--- src/hw/rtl/mrpt_pkg.sv ---
// shared types and constants for the miller-rabin primality tester
// no dependencies
`default_nettype none
package mrpt_pkg;
   localparam int BASE_COUNT = 12;
   localparam int BASE_W     = 6;

   typedef enum logic [8:0] {
      ST_IDLE  = 9'b000000001,
      ST_SHIFT = 9'b000000010,
      ST_BASE  = 9'b000000100,
      ST_POW   = 9'b000001000,
      ST_MULR  = 9'b000010000,
      ST_MULB  = 9'b000100000,
      ST_SQ    = 9'b001000000,
      ST_SQW   = 9'b010000000,
      ST_FIN   = 9'b100000000
   } state_type;

   function automatic logic [BASE_W-1:0] witness_base(input logic [3:0] idx);
      logic [BASE_W-1:0] v;
      case (idx)
         4'd0:    v = 6'd2;
         4'd1:    v = 6'd3;
         4'd2:    v = 6'd5;
         4'd3:    v = 6'd7;
         4'd4:    v = 6'd11;
         4'd5:    v = 6'd13;
         4'd6:    v = 6'd17;
         4'd7:    v = 6'd19;
         4'd8:    v = 6'd23;
         4'd9:    v = 6'd29;
         4'd10:   v = 6'd31;
         4'd11:   v = 6'd37;
         default: v = 6'd37;
      endcase
      return v;
   endfunction
endpackage
`default_nettype wire

--- src/hw/rtl/mrpt_modmul.sv ---
// bit-serial modular multiplier, one multiplier bit per cycle (double and add)
// uses mrpt_pkg
`default_nettype none
module mrpt_modmul import mrpt_pkg::*; #(
   parameter int WIDTH = 64
) (
   input  wire logic             clock,
   input  wire logic             reset,
   input  wire logic             start,
   input  wire logic [WIDTH-1:0] op_x,
   input  wire logic [WIDTH-1:0] op_y,
   input  wire logic [WIDTH-1:0] modulus,
   output logic                  done,
   output logic [WIDTH-1:0]      product
);
   localparam int CW = $clog2(WIDTH + 1);

   logic [WIDTH-1:0] acc_ff, acc_in, x_ff, y_ff, m_ff;
   logic [CW-1:0]    cnt_ff;
   logic             busy_ff, done_ff;
   logic [WIDTH:0]   dbl, sum;
   logic [WIDTH-1:0] t;

   always_comb begin
      dbl = {acc_ff, 1'b0};
      t   = (dbl >= {1'b0, m_ff}) ? WIDTH'(dbl - {1'b0, m_ff}) : dbl[WIDTH-1:0];
      sum = {1'b0, t} + {1'b0, x_ff};
      if (y_ff[WIDTH-1]) begin
         acc_in = (sum >= {1'b0, m_ff}) ? WIDTH'(sum - {1'b0, m_ff}) : sum[WIDTH-1:0];
      end else begin
         acc_in = t;
      end
   end

   always_ff @(posedge clock) begin
      if (reset) begin
         busy_ff <= 1'b0;
         done_ff <= 1'b0;
         cnt_ff  <= '0;
      end else begin
         done_ff <= 1'b0;
         if (start) begin
            busy_ff <= 1'b1;
            cnt_ff  <= CW'(WIDTH);
         end else if (busy_ff) begin
            cnt_ff <= cnt_ff - 1'b1;
            if (cnt_ff == CW'(1)) begin
               busy_ff <= 1'b0;
               done_ff <= 1'b1;
            end
         end
      end
      if (start) begin
         acc_ff <= '0;
         x_ff   <= op_x;
         y_ff   <= op_y;
         m_ff   <= modulus;
      end else if (busy_ff) begin
         acc_ff <= acc_in;
         y_ff   <= {y_ff[WIDTH-2:0], 1'b0};
      end
   end

   assign done    = done_ff;
   assign product = acc_ff;

`ifndef SYNTHESIS
   a_no_restart: assert property (@(posedge clock) disable iff (reset)
      busy_ff |-> !start) else $error("multiplier restarted while busy");
   a_done_after_busy: assert property (@(posedge clock) disable iff (reset)
      done_ff |-> $past(busy_ff)) else $error("done without work");
   a_done_idle: assert property (@(posedge clock) disable iff (reset)
      done_ff |-> !busy_ff) else $error("done while busy");
`endif
endmodule
`default_nettype wire

--- config.mk ---
export PLATFORM = sky130hd
export DESIGN_NAME = mrpt_modmul
export DESIGN_NICKNAME = d
export VERILOG_FILES = /design/src/hw/rtl/mrpt_pkg.sv /design/src/hw/rtl/mrpt_modmul.sv
export SDC_FILE = /design/constraint.sdc
export NUM_CORES = 1
export LEC_CHECK = 0
export ABC_AREA = 1
export BUFFER_PORTS_ARGS = -buffer_cell sky130_fd_sc_hd__buf_2
export CAP_MARGIN = 15
export CORE_ASPECT_RATIO = 1.25
export CORE_MARGIN = 4
export CORE_UTILIZATION = 50
export DETAILED_ROUTE_END_ITERATION = 10
export PLACE_DENSITY = 0.78
export SLEW_MARGIN = 30
export SYNTH_ARGS = -nofsm -noshare
export SYNTH_HDL_FRONTEND = slang
export SYNTH_SLANG_ARGS = --single-unit
--- constraint.sdc ---
create_clock -name clock -period 7.37 [get_ports clock]
set_input_delay 0.3685 -clock clock [delete_from_list [all_inputs] [get_ports clock]]
set_output_delay 0.3685 -clock clock [all_outputs]
set_load 0.01 [all_outputs]
Word-level counts from Yosys, hierarchy flattened
Cells that the tools add are included.
{ "totals": {"romBits": 0, "register_bits": 265, "mem_bits_rw": 0, "elab_cells": 30, "memories": 0, "input_bits": 195, "latchBits": 0} }
{ "classes": {"bitwise": 1, "n_eq_ne": 1, "div_mod_pow": 0, "add_sub_neg": 4, "n_lt_le_gt_ge": 2, "n_mul": 0, "n_mux": 11, "shift": 0, "n_reduce_logical": 3} }
{ "ops": {"columns": ["cell", "n"], "rows": [
  ["64-bit 2-to-1 mux", 5],
  ["65-bit by 64-bit >= comparator with 1-bit output", 2],
  ["64-bit subtractor", 2],
  ["64-bit by 64-bit adder with 65-bit output", 1],
  ["7-bit 2-to-1 mux", 2],
  ["7-bit by 1-bit equality test with 1-bit output (second input constant)", 1],
  ["7-bit by 1-bit subtractor with 7-bit output (second input constant)", 1],
  ["1-bit 2-to-1 mux", 4],
  ["3-bit OR reduction", 1],
  ["2-bit nonzero test", 1],
  ["2-bit OR reduction", 1],
  ["1-bit inverter", 1]
]} }

Depth between registers and ports, before layout
{ "depth": {"depth_word": 6, "mapped_depth": 50, "depth_no_buf": 49} }

Least setup slack after synthesis
Ideal clock, no wire load.
{ "synth_path": {"path_kind": "register -> register", "startpoint": "register acc_ff[41] (netlist: product[41])", "endpoint": "register acc_ff[10] (netlist: product[10])", "n_path_buf": 4, "path_stages_with_launch": 43, "t_required_ps": 7248, "arrival_time_ps": 5152, "path_slack_ps": 2096, "synth_period_minus_slack_ps": 5274, "path_cell_list": "dfxtp_1 -> ha_1 -> nand2_1 -> nor2_4 -> nand2_2 -> nor2_4 -> nand2_2 -> o31a_1 -> buf_6 -> buf_6 -> a21oi_1 -> ha_1 -> inv_1 -> fa_1 -> inv_1 -> nand3_1 -> nand2_2 -> nand2_1 -> [7 not listed] -> nand2_1 -> nand2_1 -> inv_1 -> ha_1 -> nand2_1 -> inv_1 -> nand2_1 -> nand3_1 -> inv_1 -> nand2_1 -> a21oi_1 -> nand3_2 -> nand3_4 -> buf_6 -> buf_6 -> nand3_1 -> nand3_1 -> a21oi_2"} }
{ "synth_between": {"elab_chain_cells": 6, "elab_cells_between_ends": 8} }
{ "synth_lines": {"columns": ["element", "line_no", "rtl"], "rows": [
  ["start: declaration", "mrpt_modmul.sv:18", "logic [WIDTH-1:0] acc_ff, acc_in, x_ff, y_ff, m_ff;"],
  ["start signal: assignment", "mrpt_modmul.sv:59", "acc_ff <= acc_in;"],
  ["65-bit by 64-bit >= comparator with 1-bit output or 64-bit subtractor (tied branches)", "mrpt_modmul.sv:26", "t = (dbl >= {1'b0, m_ff}) ? WIDTH'(dbl - {1'b0, m_ff}) : dbl[WIDTH-1:0];"],
  ["64-bit 2-to-1 mux *", "mrpt_modmul.sv:26", null],
  ["64-bit by 64-bit adder with 65-bit output", "mrpt_modmul.sv:27", "sum = {1'b0, t} + {1'b0, x_ff};"],
  ["64-bit subtractor or 65-bit by 64-bit >= comparator with 1-bit output (tied branches)", "mrpt_modmul.sv:29", "acc_in = (sum >= {1'b0, m_ff}) ? WIDTH'(sum - {1'b0, m_ff}) : sum[WIDTH-1:0];"],
  ["64-bit 2-to-1 mux", "mrpt_modmul.sv:29", null],
  ["64-bit 2-to-1 mux *", "mrpt_modmul.sv:28", "if (y_ff[WIDTH-1]) begin"]
]} }
Mark *: on every way between the ends. The rest lies on a longest branch, timed or not.
A chain may end at the register's enable or synchronous reset.

Worst setup path after layout
{ "layout_path": {"startpoint": "register m_ff[46]", "endpoint": "register acc_ff[2] (netlist: product[2])"} }
{ "layout_between": {"elab_chain_cells": 6, "elab_cells_between_ends": 8} }
{ "layout_lines": {"columns": ["element", "line_no", "rtl"], "rows": [
  ["start: declaration", "mrpt_modmul.sv:18", null],
  ["start signal: assignment", "mrpt_modmul.sv:57", "m_ff <= modulus;"],
  ["65-bit by 64-bit >= comparator with 1-bit output or 64-bit subtractor (tied branches)", "mrpt_modmul.sv:26", null],
  ["64-bit 2-to-1 mux", "mrpt_modmul.sv:26", null],
  ["64-bit by 64-bit adder with 65-bit output", "mrpt_modmul.sv:27", null],
  ["64-bit subtractor or 65-bit by 64-bit >= comparator with 1-bit output (tied branches)", "mrpt_modmul.sv:29", null],
  ["64-bit 2-to-1 mux", "mrpt_modmul.sv:29", null],
  ["64-bit 2-to-1 mux *", "mrpt_modmul.sv:28", null]
]} }
Marked as above.

==> flow_summary.toml <==
[power_and_ir_drop]
power_density_mw_per_mm2 = 508.8
swShare_pct = 55.96
power.total_w = 0.01985
sequentialPowerShare_pct = 9.7
power.static_leakage_nw = 22.73
power_switching_w = 0.01111
p_clk_share_pct = 8.1
power.share.combinational_pct = 82.2
p_int_w = 0.008741
vdd.ir_drop.worst_mv = 0.3241

[timing]
final-max-slew-violation-count = 0
worstMarginPinSlew_ns = 1.017
clock-skew-final_ns = 0.01029
timing.fmax_mhz = 138.7
hold-worst-slack_ns = 0.003973
final.min_clock_period_ns = 7.208
final.setup.tns_ns = 0
period_share_pct = 97.80
max-slew-margin-rel_pct = 32.18
hold_viol = 0
finalSetupViolCount = 0

[die]
die_area_mm2 = 0.06550
initial_cell_density_of_the_core_pct = 50.54
std_cell_rows = 101
ioPinCount = 260
area_inside_the_core_boundary_mm2 = 0.06078
die_w_um = 229.7
dieHeight_um = 285.1

[routing]
via_per_inst = 5.342
detail_route.wl_per_cell_um = 22.10
number_of_routed_nets_with_antenna_violations = 0
num_vias = 37130
finalWirelength_um = 153600
post-route-drc-count = 0
drt-pass1-iter-count = 6
drc_violation_total_after_the_first_tritonroute_iteration = 3939

[logic_synthesis]
ys_seq_elements = 265
synth_area_leaders = "sky130_fd_sc_hd__nand2_1, sky130_fd_sc_hd__edfxtp_1, sky130_fd_sc_hd__inv_1"
post-synth-top-area-cell = "sky130_fd_sc_hd__nand2_1"
seq_area_frac_synth_pct = 23.52
share_of_yosys_cell_area_claimed_by_the_top_area_cell_type_pct = 25.56
synthesis.yosys.warnings = 0
synth_area_mm2 = 0.03072
synth_flop_cell = "sky130_fd_sc_hd__edfxtp_1"
netlist_instances = 5265
synth_cell_types = 50
synth_async_sr_flop_share_pct = 0
syn_nets = 5657
syn-mean-instance-area_um2 = 5.835
synth-edff-count = 192

[run]
drv_cap = 0

[final_layout]
post_route_cells_drive_above_1_share_pct = 17.12
sequential_cell_area_mm2 = 0.007232
area_of_combinational_cells_with_multiple_inputs_mm2 = 0.01887
highest_count_cells_in_the_layout_ignoring_fill_and_taps = "sky130_fd_sc_hd__nand2_1, sky130_fd_sc_hd__inv_1, sky130_fd_sc_hd__buf_4"
fillers = 5846
layout.cells.most_common = "sky130_fd_sc_hd__nand2_1"
finish.utilization_pct = 64.17
final_cell_area_mm2 = 0.03901
layout-area-overhead-vs-synth_pct = 26.97
nNetsFinal = 6482

[clock_network]
clkSinkCount = 265
cts-buffers-inserted = 30
latest_clock_arrival_within_the_worst_skew_pair_ns = 0.63
tritoncts = "yes"
cts_root_buf = "sky130_fd_sc_hd__clkbuf_16"
worst_setup_hold_path_clk_slew_ns = 0.07
ctsLongestPathBuffers = 3
ctsHtreeMaxLevel = 1

[worst_setup_path]
crit_path_max_fanout = 28
critPathCaptureType = "flop"
critical_path.top_delay_family = "simple AND/OR/NAND/NOR gates"
cpPeakStageDelay_ns = 0.48
setup.worst_path.start_class = "flop"
crit_top_cell = "sky130_fd_sc_hd__nand2_1"
critical_path_class = "flop to flop"
worst-path-buf-inv = 11
critical-path-slowest-cell = "sky130_fd_sc_hd__ha_1"
critical_path_arrival_ns = 7.77
crit_required_ns = 7.93

[grt]
grt.overflow.total = 0
grt_first_pass_wirelength_um = 219200
grt_antenna_before_repair = 13
first_global_vias = 35580
grt_max_degree = 99
track_usage_pct = 44.97

[placement]
placement.io_buffers = 259
globalplace.congestion = 1.119
dp_hpwl_um = 124500
postPlaceCellArea_mm2 = 0.03637

[hold_path]
hold_path.class = "input pin to flop"

[status]
status = "complete, no violations"
-- power groups by stage --
stage	Sequential [W]	Combinational [W]	Clock (W)
6_report	0.00193	0.0163	0.00161
5_1_grt	0.00193	0.0173	0.00166
4_1_cts	0.00192	0.0155	0.00160
3_5_place_dp	0.00194	0.0154	0
3_3_place_gp	0.00194	0.0153	0
2_1_floorplan	0.00192	0.00809	0
-- cells in the mapped netlist, drive strengths merged, types with 6 or more instances --
cell and number:
ha 194, edfxtp 192, inv 1138, and3 6, nor4 15, xnor2 49
a21oi 244, nor3 54, o21ai 102, or2 6, nor2 349, xor2 46
clkbuf 36, buf 51, nand4 41, nand3b 31, nand2 2117, nand3 425
and2 61, dfxtp 73, o21bai 17
-- timing repair --
item	4_1_cts	5_1_grt
endpoints found under the setup margin	0	64
hold buffers	130	0
buffers inserted	0	3
endpoints found under the hold margin	131	0
resized for setup	0	80
-- per-layer routing --
metal | GRT usage (%) | part of all wire (%) | vias to the layer above
li1 | - | - | 17780
met1 | 49.33 | 35 | 16620
met2 | 70.69 | 43 | 2072
met3 | 10.05 | 9.0 | 656
met4 | 44.31 | 13 | 6
met5 | 0 | 0.024 | -
-- through the flow --
stage	worst slack, ns	instances
floorplan	2.096	5265
detailed placement	0.3142	6748
global route	-0.05867	6950
global placement	0.3053	6748
finish	0.1622	6950
CTS	0.2785	6934
-- worst paths after layout --
kind	start	to	slack, ns	depth (start not counted)
worst max-delay path	m_ff[46]	product[2]	0.16	43
worst min-delay path	op_y[0]	y_ff[0]	0.004	3
worst max register to register	m_ff[46]	product[2]	0.16	43
worst min register to register	cnt_ff[6]	cnt_ff[6]	0.49	2
-- flip-flops by register name, indices dropped and copies added (netlist names) --
name and flops:
m_ff 64, y_ff 64, cnt_ff 7, busy_ff 1
product 64, done 1, x_ff 64
-- worst register-to-register path: cells and delay by family, from the launching register on --
kind,cells,cell delay [ns]
adder cells (fa/ha/maj),3,1.14
flip-flops,1,0.32
AO/OA/AOI/OAI,1,0.20
buffers and inverters,11,1.62
AND/OR/NAND/NOR,27,3.74
XOR/XNOR,1,0.14
-- logic make-up (layout without fill, tap and decap cells) --
family | after synthesis | in the layout | synth area share (%)
xor+xnor | 95 | 95 | 2.708
other cells | 0 | 12 | 0
compound gates | 373 | 373 | 6.647
simple gates | 3109 | 3109 | 43.26
buf+inv | 1226 | 2075 | 15.76
fa+ha+maj | 197 | 197 | 8.097
flops | 265 | 265 | 23.52
-- area by class of cell --
class,count,share of cell area [%]
Multi-Input combinational cell,3774,48.37
Sequential cell,265,18.54
Timing Repair Buffer,880,16.81
Inverter,1139,10.99
Tap cell,824,2.643
Clock buffer,40,2.072
Clock inverter,16,0.4940
Antenna cell,12,0.07698
No activity file was read; power rests on OpenSTA's default activity.
